### src/rtl/fpvn_pkg.sv
// Package with the shared widths and types of the vector normalizer.
`timescale 1ns / 1ps
package fpvn_pkg;
    localparam int FRAC_BITS = 16;
    localparam int COMP_W = 32;
    localparam int IP_W = COMP_W - FRAC_BITS;
    localparam int SQ_W = 2 * IP_W;
    localparam int SUM_W = SQ_W + 2;
    localparam int ROOT_W = SUM_W / 2;
    localparam int RECIP_W = FRAC_BITS + 1;
    localparam int PROD_W = COMP_W + RECIP_W + 1;

    typedef struct packed {
        logic [COMP_W-1:0] x;
        logic [COMP_W-1:0] y;
        logic [COMP_W-1:0] z;
        logic              zero;
    } t_side;
endpackage

### src/rtl/fpvn_scale_lane.sv
// One lane that multiplies a component by the reciprocal length.
`timescale 1ns / 1ps
module fpvn_scale_lane
    import fpvn_pkg::*;
(
    input  logic               i_clk,
    input  logic               i_en,
    input  logic [COMP_W-1:0]  i_comp,
    input  logic [RECIP_W-1:0] i_recip,
    output logic [COMP_W-1:0]  o_norm
);
    logic signed [PROD_W-1:0] r_prod;

    always_ff @(posedge i_clk) begin
        if (i_en) begin
            r_prod <= PROD_W'($signed(i_comp) * $signed({1'b0, i_recip}));
        end
    end

    assign o_norm = r_prod[FRAC_BITS+COMP_W-1:FRAC_BITS];
endmodule

### config.mk
export PLATFORM = sky130hd
export DESIGN_NAME = fpvn_scale_lane
export DESIGN_NICKNAME = d
export VERILOG_FILES = /design/src/rtl/fpvn_pkg.sv /design/src/rtl/fpvn_scale_lane.sv
export SDC_FILE = /design/constraint.sdc
export NUM_CORES = 1
export LEC_CHECK = 0
export ABC_AREA = 0
export BUFFER_PORTS_ARGS = -buffer_cell sky130_fd_sc_hd__buf_2
export CAP_MARGIN = 20
export CORE_UTILIZATION = 60
export DETAILED_ROUTE_END_ITERATION = 8
export PLACE_DENSITY = 0.78
export SYNTH_ARGS = -nofsm -noshare
export SYNTH_HDL_FRONTEND = slang
export SYNTH_SLANG_ARGS = --single-unit
### constraint.sdc
create_clock -name i_clk -period 8.1 [get_ports i_clk]
set_input_delay 0 -clock i_clk [delete_from_list [all_inputs] [get_ports i_clk]]
set_output_delay 0 -clock i_clk [all_outputs]
set_load 0.01 [all_outputs]
Word-level counts from Yosys, hierarchy flattened
Index checks and enable logic that the tools add are counted.

operators by class
  order comparisons = 0
  bitwise operators = 0
  shift operators = 0
  equality and inequality tests = 0
  add/subtract/negate cells = 0
  div/mod/pow operators = 0
  multiply operators = 1
  muxes and demuxes = 0
  reductions and logical operators = 0

operators with widths
  cell                          count
  multiplier 32 x 18 -> 48 bit  1

storage, ports and cells
  word-level logic and storage cells = 2
  register bits = 48
  input bits = 51
  ROM bits = 0
  memories = 0
  output and inout port bits = 32
  bits in latches = 0
  bits in writable memories = 0

Depth between registers and ports, before layout
  word-level depth = 1
  depth in mapped cells = 23
  gate-level depth less buffers = 22

Least setup slack after synthesis
Ideal clock, no wire load.

  path kind = input -> register
  start point = input port i_recip[3]
  end point = register r_prod[47] (data pin)
  arrival = 5.448 ns
  data required time = 7.840 ns
  stages on the path = 20
  buffers on the path = 1
  setup time = 0.260 ns
  slack = 2.393 ns
  cell sequence = clkbuf_1 > and2_1 > fa_1 > inv_1 > fa_1 > fa_1 > fa_1 > inv_1 > fa_1 > fa_1 > ha_1 > a2111oi_2 > o21ai_1 > o21ai_2 > o311ai_1 > a211o_1 > a41o_4 > a2111oi_4 > nor3_1 > xnor2_1

on the way
  word-level cells in the longest chain between the ends = 1

ends and longest elaborated chain
  item                          RTL line               text
  start, declared               fpvn_scale_lane.sv:9   input logic [RECIP_W-1:0] i_recip,
  multiplier 32 x 18 -> 48 bit  fpvn_scale_lane.sv:16  r_prod <= PROD_W'($signed(i_comp) * $signed({1'b0, i_recip}));
  end signal, assigned          fpvn_scale_lane.sv:16
  end, declared                 fpvn_scale_lane.sv:12  logic signed [PROD_W-1:0] r_prod;

Every way passes these cells.
A chain may end at the register's enable or synchronous reset.

Final worst setup path
  start point = input port i_recip[4]
  end point = register r_prod[44] (data pin)

Same word-level chain as after synthesis.

==> impl_metrics.ini <==
[global_route]
antenna_found_initial = 1
grt_first_pass_wirelength_um = 77780
groute.usage.overall = 0.3075
grt_start_max_net_pins = 34
globalRoute.totalOverflow = 0
first_global_vias = 15270

[clock_network]
clock_sink_count = 32
cts_repair_resize_count = 0
cts_buffer_depth = 2
post_cts_hold_buffer_count = 0
clkSlewWorstSetupHoldPaths_ns = 0.08
ctsHtreeMaxLevel = 2
number_of_buffers_added_for_setup_after_cts = 0
tritoncts = built
cts-buffers-inserted = 5
root_buffer = sky130_fd_sc_hd__clkbuf_16

[synthesis]
yosys_most_used_dff = sky130_fd_sc_hd__edfxtp_1
post_synthesis_instance_total = 2052
postSynthRegisterBits = 32
synth_seq_area_share = 0.05028
library_cells_used_by_synthesis = 37
synth.yosys.warnings = 0
synth_enable_flop_cells = 32
synth.net_count = 2720
synthesis.area_per_instance_um2 = 9.314
syn_area_um2 = 19110
synth-async-reset-ratio = 0

[timing]
maxSlewHeadroom = 0.2965
timing.setup.tns_ns = 0
final_critical_path_setup_slack_ns = 1.446
timing_worst_slew_pin_value_ns = 1.039
final_min_period_over_clock_period = 0.8215
setup_viol = 0
unrepaired_setup_endpoints_after_global_routing = no
achievable-frequency_ghz = 0.1503
slew_violations = 0
layout_min_cycle_time_ns = 6.654
hold_viol_final = 0

[route]
wirelength_um = 45540
routed-via-count = 13400
drcViolationCount = 0
wire_length_the_detailed_router_placed_on_met1_um = 17910
dr_wl_met3_um = 3318
drt.antenna.violating_nets = 0
top_layer = met5
met2RoutedLength_um = 23150
routedWlPerCell_um = 18.53
detailedRoute.firstIterationViolations = 795
vias_per_cell = 5.453
detailedRoute.firstPassIterationCount = 7

[layout]
largest_registers_in_the_final_layout = r_prod x32
fillCellCount = 2478
insertedDiodeCount = 0
largest_register = r_prod
multi_input_comb_area_um2 = 15660
final_nets = 2729
area.sequential_um2 = 960.9
area_delta_synth_final_pct = 4.105
largest_register_ff_count = 32
drive_gt1_frac = 0.04850

[critical_path]
cpLargestDelayFamily = adder cells
critical_path_required_ns = 8.16
critical_path.cell_chain = buf_2 > and2_1 > fa_1 > inv_1 > fa_1 > fa_1 > inv_1 > fa_1 > fa_1 > fa_1 > ha_1 > nand2_1 > a211oi_1 > o21ai_2 > o311ai_1 > a211o_1 > a31oi_1 > o31ai_1 > a21oi_1 > xnor2_1
crit_buf_inv = 3
critPathMaxFanout = 32
worstSetupEndpointType = register
critical-path-top-cell-by-count = sky130_fd_sc_hd__fa_1
startpoint_class = primary input
critPathMaxStageDelay_ns = 0.88
criticalPathCategory = primary input to register
arr_time_crit_path_ns = 6.72
critical-path-slowest-cell = sky130_fd_sc_hd__o311ai_1
crit_cells = 20

[placement]
place_ws_ns = 1.223
detailedPlacementHpwl_um = 36290
place_congestion = 0.8873
io_buffers = 82

[floorplanning]
die-width_um = 180.5
vertical_extent_of_the_die_um = 180.5
initial_core_util = 0.6167
fp.dieArea_um2 = 32570
rows = 64
design.portCount = 83
floorplan.core_area_um2 = 30990

[worst_hold_path]
timing.hold.worst_path_depth = 1
hold_path.class = primary input to register

[run]
timing.max_cap.violations = 0

[outcome]
status = completed
## layout make-up
class	count	share of cell area
multi-input combinational	1357	0.7872
sequential	32	0.04830
timing repair buffer	85	0.02176
inverter	580	0.1094
clock inverter	3	0.002138
tap	396	0.02490
clock buffer	5	0.006289
## final timing paths
kind                                    to        from
worst max-delay path  r_prod[44]$_DFFE_PP_  i_recip[4]
worst min-delay path  r_prod[32]$_DFFE_PP_        i_en
## cells in the final DEF, fill, tap and decap left out, types with 30 or more instances in the layout
cell type and n:
sky130_fd_sc_hd__inv_1 580, sky130_fd_sc_hd__fa_1 507, sky130_fd_sc_hd__and2_1 311, sky130_fd_sc_hd__nand2_1 248, sky130_fd_sc_hd__ha_1 110, sky130_fd_sc_hd__buf_2 82, sky130_fd_sc_hd__a21oi_1 32, sky130_fd_sc_hd__edfxtp_1 32
sky130_fd_sc_hd__xnor2_1 30
## routing by layer
metal / up-vias / track usage
met3: 105 / 0.04911
met4: 2 / 0.09983
met2: 543 / 0.5391
li1: 5820 / -
met5: - / 0
met1: 6933 / 0.3908
## cell families after synthesis
group / after synthesis / synth area share
AO/OA/AOI/OAI: 90 / 0.03221
XOR/XNOR: 47 / 0.02154
adder cells (fa/ha/maj): 617 / 0.6031
buffers and inverters: 663 / 0.1302
flip-flops: 32 / 0.05028
AND/OR/NAND/NOR: 603 / 0.1627
## cell usage after synthesis, types with 4 or more instances
cell type | number | area [um^2]
sky130_fd_sc_hd__nor2_1 | 15 | 56.30
sky130_fd_sc_hd__edfxtp_1 | 32 | 960.9
sky130_fd_sc_hd__nor2b_1 | 4 | 25.02
sky130_fd_sc_hd__o21ai_0 | 11 | 55.05
sky130_fd_sc_hd__nor3_1 | 5 | 25.02
sky130_fd_sc_hd__a21o_1 | 17 | 127.6
sky130_fd_sc_hd__ha_1 | 110 | 1376
sky130_fd_sc_hd__o21bai_1 | 4 | 30.03
sky130_fd_sc_hd__nand4_1 | 7 | 43.79
sky130_fd_sc_hd__a21oi_1 | 32 | 160.2
sky130_fd_sc_hd__o31ai_1 | 4 | 30.03
sky130_fd_sc_hd__inv_1 | 580 | 2177
sky130_fd_sc_hd__xor2_1 | 17 | 148.9
sky130_fd_sc_hd__xnor2_1 | 30 | 262.8
sky130_fd_sc_hd__and2_1 | 311 | 1946
sky130_fd_sc_hd__a211oi_1 | 8 | 60.06
sky130_fd_sc_hd__nand2_1 | 248 | 930.9
sky130_fd_sc_hd__fa_1 | 507 | 10150
sky130_fd_sc_hd__clkbuf_1 | 83 | 311.6
## through the flow
step | cell area [um^2] | utilization | cells | hold WS [ns]
final | 19900 | 0.6420 | 2458 | 0.3563
after floorplan | 19110 | - | 2052 | 0.1125
after detailed placement | 19730 | 0.6366 | 2450 | 0.4088
after global placement | 19730 | 0.6366 | 2450 | 0.4102
after global routing | 19900 | 0.6420 | 2458 | 0.3821
after CTS | 19900 | 0.6420 | 2458 | 0.3676
Power is left out: the tool's default activity adds up to more than one toggle a clock period on the data nets, which glitch-free logic cannot reach.
