<file path="src/rtl/fpvn_pkg.sv">
// Package with the shared widths and types of the vector normalizer.
`timescale 1ns / 1ps
package fpvn_pkg;
    localparam int FRAC_BITS = 16;
    localparam int COMP_W = 32;
    localparam int IP_W = COMP_W - FRAC_BITS;
    localparam int SQ_W = 2 * IP_W;
    localparam int SUM_W = SQ_W + 2;
    localparam int ROOT_W = SUM_W / 2;
    localparam int RECIP_W = FRAC_BITS + 1;
    localparam int PROD_W = COMP_W + RECIP_W + 1;

    typedef struct packed {
        logic [COMP_W-1:0] x;
        logic [COMP_W-1:0] y;
        logic [COMP_W-1:0] z;
        logic              zero;
    } t_side;
endpackage

</file>
<file path="src/rtl/fpvn_sq_lane.sv">
// One lane that squares the integer part of a component.
`timescale 1ns / 1ps
module fpvn_sq_lane
    import fpvn_pkg::*;
(
    input  logic              i_clk,
    input  logic              i_en,
    input  logic [COMP_W-1:0] i_comp,
    output logic [SQ_W-1:0]   o_sq
);
    logic signed [IP_W-1:0] ip;
    logic [SQ_W-1:0]        r_sq;

    assign ip = i_comp[COMP_W-1:FRAC_BITS];

    always_ff @(posedge i_clk) begin
        if (i_en) begin
            r_sq <= SQ_W'(ip * ip);
        end
    end

    assign o_sq = r_sq;
endmodule

</file>
<file path="config.mk">
export PLATFORM = sky130hd
export DESIGN_NAME = fpvn_sq_lane
export DESIGN_NICKNAME = d
export VERILOG_FILES = /design/src/rtl/fpvn_pkg.sv /design/src/rtl/fpvn_sq_lane.sv
export SDC_FILE = /design/constraint.sdc
export NUM_CORES = 1
export LEC_CHECK = 0
export BUFFER_PORTS_ARGS = -buffer_cell sky130_fd_sc_hd__clkbuf_2
export CORE_MARGIN = 2
export CORE_UTILIZATION = 55
export CTS_CLUSTER_SIZE = 25
export DETAILED_ROUTE_END_ITERATION = 10
export PLACE_DENSITY_LB_ADDON = 0.15
export SYNTH_ARGS = -nofsm -noshare
export SYNTH_HDL_FRONTEND = slang
export SYNTH_SLANG_ARGS = --single-unit
</file>
<file path="constraint.sdc">
create_clock -name i_clk -period 15.5 [get_ports i_clk]
set_input_delay 3.1 -clock i_clk [delete_from_list [all_inputs] [get_ports i_clk]]
set_output_delay 3.1 -clock i_clk [all_outputs]
set_load 0.005 [all_outputs]
</file>
* Word level (Yosys, flattened, before mapping) *
Index checks and enable logic that the tools add are counted.

word-level totals
  register bits = 32
  output and inout bits = 32
  word-level logic and storage cells = 2

operators by class
  $mul = 1

operators with widths
  kind              number
  $mul A16 B16 Y32  1

* Logic depth before layout (Yosys ltp) *
Gate-level depths: netlist of run 1.

  depth after elaboration = 1
  depth in mapped cells = 23
  mapped depth without buffers = 22

* Worst setup path after synthesis of run 1 *
Ideal clock, no wire load.

  path type = in2reg
  start = input i_comp[31]
  end = register r_sq[31] (netlist: o_sq[31]), data pin
  arrival = 8.910 ns
  stages = 19
  data required time = 15.228 ns
  path slack = 6.318 ns
  path through = inv_1 -> buf_1 -> nor2_1 -> fa_1 -> fa_1 -> inv_1 -> fa_1 -> fa_1 -> fa_1 -> fa_1 -> inv_1 -> ha_1 -> a21oi_1 -> o21bai_1 -> a221oi_1 -> o21ai_1 -> a41o_1 -> nor4bb_1 -> or4_1

between the ends
  cells in the longest elaborated chain, start to end = 1

ends and longest elaborated chain
  item                  RTL line            text
  from (decl)           fpvn_sq_lane.sv:8   input logic [COMP_W-1:0] i_comp,
  $mul A16 B16 Y32      fpvn_sq_lane.sv:18  r_sq <= SQ_W'(ip * ip);
  to (signal assigned)  fpvn_sq_lane.sv:18
  to (decl)             fpvn_sq_lane.sv:12  logic [SQ_W-1:0] r_sq;

Every way passes these cells.
A chain may end at the register's enable or synchronous reset.

* Worst setup path in the final report of run 1 *
Same ends and word-level chain as after synthesis.

==> results of run 1 <==
[cell usage after synthesis, drive strengths merged, types with 4 or more instances]
cell type | n | area share, %
a41o | 4 | 0.40
a211oi | 4 | 0.35
clkbuf | 24 | 0.90
xor2 | 14 | 1.2
nor2b | 4 | 0.25
nor2 | 35 | 1.3
o21ai | 13 | 0.69
a31o | 5 | 0.44
inv | 326 | 12
o21bai | 4 | 0.30
and3 | 5 | 0.34
xnor2 | 29 | 2.9
a21o | 11 | 0.84
nand2b | 5 | 0.31
ha | 89 | 11
edfxtp | 31 | 9.3
and2 | 42 | 2.6
a21oi | 28 | 1.4
fa | 233 | 47
nor3 | 4 | 0.20
nand2 | 87 | 3.3
[layout by cell type (no fill, tap or decap), types with 2 or more instances in the layout]
cell type,netlist,layout
edfxtp_1,31,31
a31oi_1,2,2
nor3_1,4,4
clkbuf_2,0,48
fa_1,233,233
xor2_1,14,14
and3_2,2,2
a41o_1,4,4
a211oi_1,3,3
nor2_1,35,35
a2111oi_0,2,2
a211o_1,2,2
ha_1,89,89
xnor2_2,2,2
o21bai_1,4,4
a21o_1,10,10
a21oi_1,28,28
o21ai_0,6,6
clkinv_1,0,2
and3_1,3,3
o21ai_1,6,6
o21a_1,2,2
nor2b_1,4,4
mux2i_1,3,3
and2_1,42,42
nand2_1,87,87
xnor2_1,26,26
nand3_1,3,3
clkbuf_16,0,5
inv_1,326,326
or2_2,2,2
nand2b_1,5,5
a31o_2,5,5
[stage by stage]
step	setup slack, ns	cells
floorplan	6.32	1035
global placement	5.28	1285
detailed placement	5.22	1285
CTS	5.51	1293
global route	5.16	1293
finish	5.56	1293
[per-layer routing]
layer / up-vias / global-route usage (%) / routed length, µm
li1: 3105 / - / -
met1: 3412 / 28.1 / 8060
met2: 101 / 41.8 / 10500
met3: 38 / 2.49 / 527
met4: 0 / 6.96 / 721
met5: - / 0 / 0
[worst paths after layout]
check	start	end	slack [ns]	depth (start not counted)
worst max-delay path	i_comp[31]	o_sq[31]	5.56	19
worst min-delay path	i_comp[16]	o_sq[0]	3.34	1
[cells by family (layout without fill, tap and decap cells)]
group           after synthesis  after routing
compound gates               87             87
xor+xnor                     43             43
fa+ha+maj                   322            322
buf+inv                     353            382
flops                        31             31
mux                           3              3
other cells                   1              1
simple gates                195            195
[area by class of cell]
type / count / area (µm²) / share of cell area (%)
multi-input cells: 651 / 7740 / 73.3
inverters: 326 / 1220 / 11.6
flip-flops and latches: 31 / 931 / 8.81
clock buffers: 5 / 125 / 1.18
repair buffers: 48 / 240 / 2.27
well taps: 229 / 287 / 2.71
clock inverters: 3 / 15.0 / 0.142
==> flow_summary_export.csv, run 1 <==
group,metric,value,unit
placed_design,dpl_cell_area,10400,µm²
clocking,cts_buffers,5,
logic_synthesis,ys_seq_elements,31,
die,core,17900,µm²
min_path,hold_path_class,"input pin to register",
logic_synthesis,synth_cell_types,57,
clocking,post-cts-setup-buffers,0,
sta,worst_pin_slew,0.796,ns
clocking,h-tree-depth,2,
sta,final_hold_viol_count,0,
die,fp-row-count,49,
logic_synthesis,async_reset_ff_share,0,%
finish,drive_gt1_share,6.77,%
detailed_routing,drt-pass1-iter-count,4,
worst_setup_path,cp.required,15.52,ns
sta,whs,3.34,ns
detailed_routing,routedWlPerCell,15.3,µm
status,run_status,"completed",
clocking,cts.sinks,31,
sta,slew_headroom,46.9,%
finish,largest_reg_flops,31,
logic_synthesis,synth_fa_ha_area_share,57.7,%
finish,area_growth,5.54,%
global_routing,grt_overflow,0,
logic_synthesis,syn_area,10000,µm²
flow_run,maxCapViolations,0,
worst_setup_path,cp_top_family,"adder cells",
logic_synthesis,synth.yosys.seq_area_share,9.30,%
detailed_routing,route.antenna.remaining_nets,0,
worst_setup_path,max_stage_delay,0.89,ns
logic_synthesis,synth_edf_count,31,
logic_synthesis,yosysWarningCount,0,
worst_setup_path,path_cells,"clkbuf_2 > inv_1 > nor2_1 > fa_1 > fa_1 > inv_1 > fa_1 > fa_1 > fa_1 > fa_1 > inv_1 > ha_1 > a21oi_1 > o21bai_1 > a221oi_1 > o21ai_1 > a41o_1 > nor4bb_1 > or4_1",
detailed_routing,via_per_inst,5.15,
global_routing,grt_max_degree,32,
worst_setup_path,crit_type,"input pin to register",
sta,final_max_slew_viol_count,0,
die,die_y,139,µm
sta,final.setup.tns,0,ns
clocking,path_clk_slew,0.05,ns
global_routing,grt_pass1_wl,34.8,mm
clocking,cts_tree,"built",
finish,fin_nets,1419,
finish,utilization,59.0,%
logic_synthesis,synth_nets,1391,
sta,setup_viol,0,
clocking,postCtsHoldBufs,0,
worst_setup_path,cpMostUsedCell,"fa_1",
die,start_util,55.9,%
sta,period_minus_slack,9.94,ns
logic_synthesis,synth.area.mux_share,0.300,%
sta,final.period_utilization,64.1,%
detailed_routing,drt_iter0_markers,265,
clocking,clockBufferDepth,2,
die,boundaryPins,66,
global_routing,grt.total_usage,22.7,%
placed_design,port_buffers,48,
global_routing,grt_pass1_vias,7304,
logic_synthesis,ys.flop_type,"edfxtp_1",
worst_setup_path,cp_num_buf_inv,4,
worst_setup_path,cpMaxStageDelayCell,"fa_1",
detailed_routing,post-route-drc-count,0,
worst_setup_path,crit_path_start_kind,"input pin",
logic_synthesis,synth-simple-area-share,9.23,%
placed_design,place_congestion,0.852,
finish,fill_cells,1623,
logic_synthesis,synth_top_family_by_area,"adder cells",
worst_setup_path,crit_arrival,9.96,ns
finish,design_area,10600,µm²
logic_synthesis,synth_compound_area_share,5.96,%
logic_synthesis,synth_xor_area_share,4.10,%
detailed_routing,dr_total_vias,6656,
sta,rsz0062_at_grt,"no",
die,design.die.area,19300,µm²
die,die_x,139,µm
detailed_routing,finalWirelength,19.8,mm
logic_synthesis,syn_inst,1035,
sta,fmaxAchievable,101,MHz
worst_setup_path,cp-end-kind,"register",
clocking,root_buffer,"clkbuf_16",
logic_synthesis,syn_avg_cell_area,9.67,µm²
finish,antenna_cells,0,
worst_setup_path,path_max_fanout,21,
clocking,post_cts_resized,0,
global_routing,antenna_found_initial,0,
placed_design,dp_hpwl,16.6,mm
Power of run 1 is left out: the tool's default activity adds up to more than one toggle a clock period on the data nets, which glitch-free logic cannot reach.
==> inputs of run 2 (changes only) <==
==> constraint.sdc (replaced) <==
create_clock -name i_clk -period 9.59 [get_ports i_clk]
set_input_delay 1.918 -clock i_clk [delete_from_list [all_inputs] [get_ports i_clk]]
set_output_delay 1.918 -clock i_clk [all_outputs]
set_load 0.005 [all_outputs]
==> run 2 against run 1 <==
Against the previous run:
- non-clock buffer count is 2 higher
- die area stayed put
- sequential share of layout area hardly changed
- first-iteration DRC count is 31% lower
- hold slack worse by 1.2 ns
- critical path depth stayed put
- via count is 1.2% lower
- sequential cell count stayed put
- final area is 0.37% higher
- critical path type unchanged
- critical endpoint unchanged
- largest cell class unchanged
- highest routed layer unchanged
==> flow_summary_export.csv, run 2 (same netlist as run 1, synthesis figures left out) <==
group,metric,value,unit
min_path,min_from,"i_comp[16]",
clocking,post_cts_resized,0,
detailed_routing,drt_iter0_markers,183,
placed_design,port_buffers,48,
die,core,17900,µm²
detailed_routing,route.antenna.remaining_nets,0,
clocking,post-cts-setup-buffers,0,
sta,final.period_utilization,84.3,%
sta,worst_pin_slew,0.810,ns
sta,period_minus_slack,8.09,ns
sta,final_hold_viol_count,0,
worst_setup_path,path_max_fanout,21,
finish,final_common_cell,"inv_1",
global_routing,grt_max_degree,32,
sta,final_max_slew_viol_count,0,
min_path,hold_path_class,"input pin to register",
global_routing,antenna_found_initial,0,
detailed_routing,drt-pass1-iter-count,5,
global_routing,grt_pass1_vias,7409,
global_routing,grt_overflow,0,
clocking,root_buffer,"clkbuf_16",
die,start_util,55.9,%
finish,layout_common_cells,"326 x inv_1, 233 x fa_1, 89 x ha_1, 87 x nand2_1, 48 x clkbuf_2",
sta,fmaxAchievable,124,MHz
die,boundaryPins,66,
clocking,cts.sinks,31,
sta,setup_viol,0,
worst_setup_path,crit_path_start_kind,"input pin",
finish,antenna_cells,0,
die,die_y,139,µm
flow_run,maxCapViolations,0,
detailed_routing,finalWirelength,19.9,mm
worst_setup_path,crit_arrival,8.10,ns
global_routing,grt.total_usage,23.2,%
detailed_routing,routedWlPerCell,15.4,µm
finish,drive_gt1_share,7.04,%
worst_setup_path,crit_type,"input pin to register",
finish,largest_reg_flops,31,
finish,area_growth,5.93,%
status,run_status,"completed",
global_routing,grt_pass1_wl,35.4,mm
die,fp-row-count,49,
detailed_routing,via_per_inst,5.08,
clocking,h-tree-depth,2,
detailed_routing,dr_total_vias,6575,
die,die_x,139,µm
sta,whs,2.16,ns
clocking,cts_buffers,5,
finish,fin_nets,1421,
detailed_routing,post-route-drc-count,0,
placed_design,dp_hpwl,16.8,mm
die,design.die.area,19300,µm²
clocking,clockBufferDepth,2,
worst_setup_path,cp-end-kind,"register",
min_path,hold_path_depth,1,
sta,final.setup.tns,0,ns
worst_setup_path,cp.required,9.61,ns
clocking,postCtsHoldBufs,0,
placed_design,place_congestion,0.857,
clocking,cts_tree,"built",
sta,slew_headroom,46.0,%
min_path,whs_endpoint,"o_sq[0]",
clocking,path_clk_slew,0.05,ns
sta,rsz0062_at_grt,"no",
-- run 2: changes by cell type in the layout (fill, tap and decap cells not counted) --
cell	change
clkinv_1	-1
clkinv_2	+1
clkinvlp_4	-1
buf_4	+2
bufinv_16	+1
-- run 2: worst max-delay path by stage --
stage,start,endpoint,cells past startpoint
finish,i_comp[31],o_sq[31],19
global route,i_comp[31],o_sq[31],22
CTS,i_comp[31],o_sq[31],22
detailed placement,i_comp[31],o_sq[31],22
global placement,i_comp[31],o_sq[31],19
floorplan,i_comp[31],o_sq[31],19
-- run 2: per-layer routing --
| layer | up-vias | share of wire, % | GRT usage (%) |
|---|---|---|---|
| li1 | 3106 | - | - |
| met2 | 127 | 54 | 42.9 |
| met3 | 35 | 3.6 | 3.07 |
| met1 | 3307 | 39 | 28.0 |
| met4 | 0 | 3.8 | 7.87 |
| met5 | - | 0 | 0 |
-- run 2: cell type report --
cell class	count	area [µm²]
repair buffers	50	255
inverters	326	1220
multi-input cells	651	7740
fillers	1649	7300
well taps	229	287
clock inverters	3	38.8
flip-flops and latches	31	931
clock buffers	5	125
-- run 2: stage by stage --
step / cell area [µm²] / setup WS, ns / util [%] / instances
global route: 10600 / 1.11 / 59.2 / 1295
global placement: 10400 / 1.27 / 58.3 / 1287
floorplan: 10000 / 1.59 / - / 1035
finish: 10600 / 1.50 / 59.2 / 1295
detailed placement: 10400 / 1.22 / 58.3 / 1287
CTS: 10600 / 1.51 / 59.2 / 1295
-- run 2: critical path, cell delays in order --
cell	delay (ns)
clkbuf_2	0.40
inv_1	0.17
nor2_1	0.23
fa_1	0.61
fa_1	0.63
inv_1	0.07
fa_1	0.48
fa_1	0.56
fa_1	0.43
fa_1	0.49
inv_1	0.04
ha_1	0.33
a21oi_1	0.24
o21bai_1	0.09
a221oi_1	0.37
o21ai_1	0.10
a41o_1	0.29
nor4bb_1	0.15
or4_1	0.50
Power of run 2 is left out for the same reason.
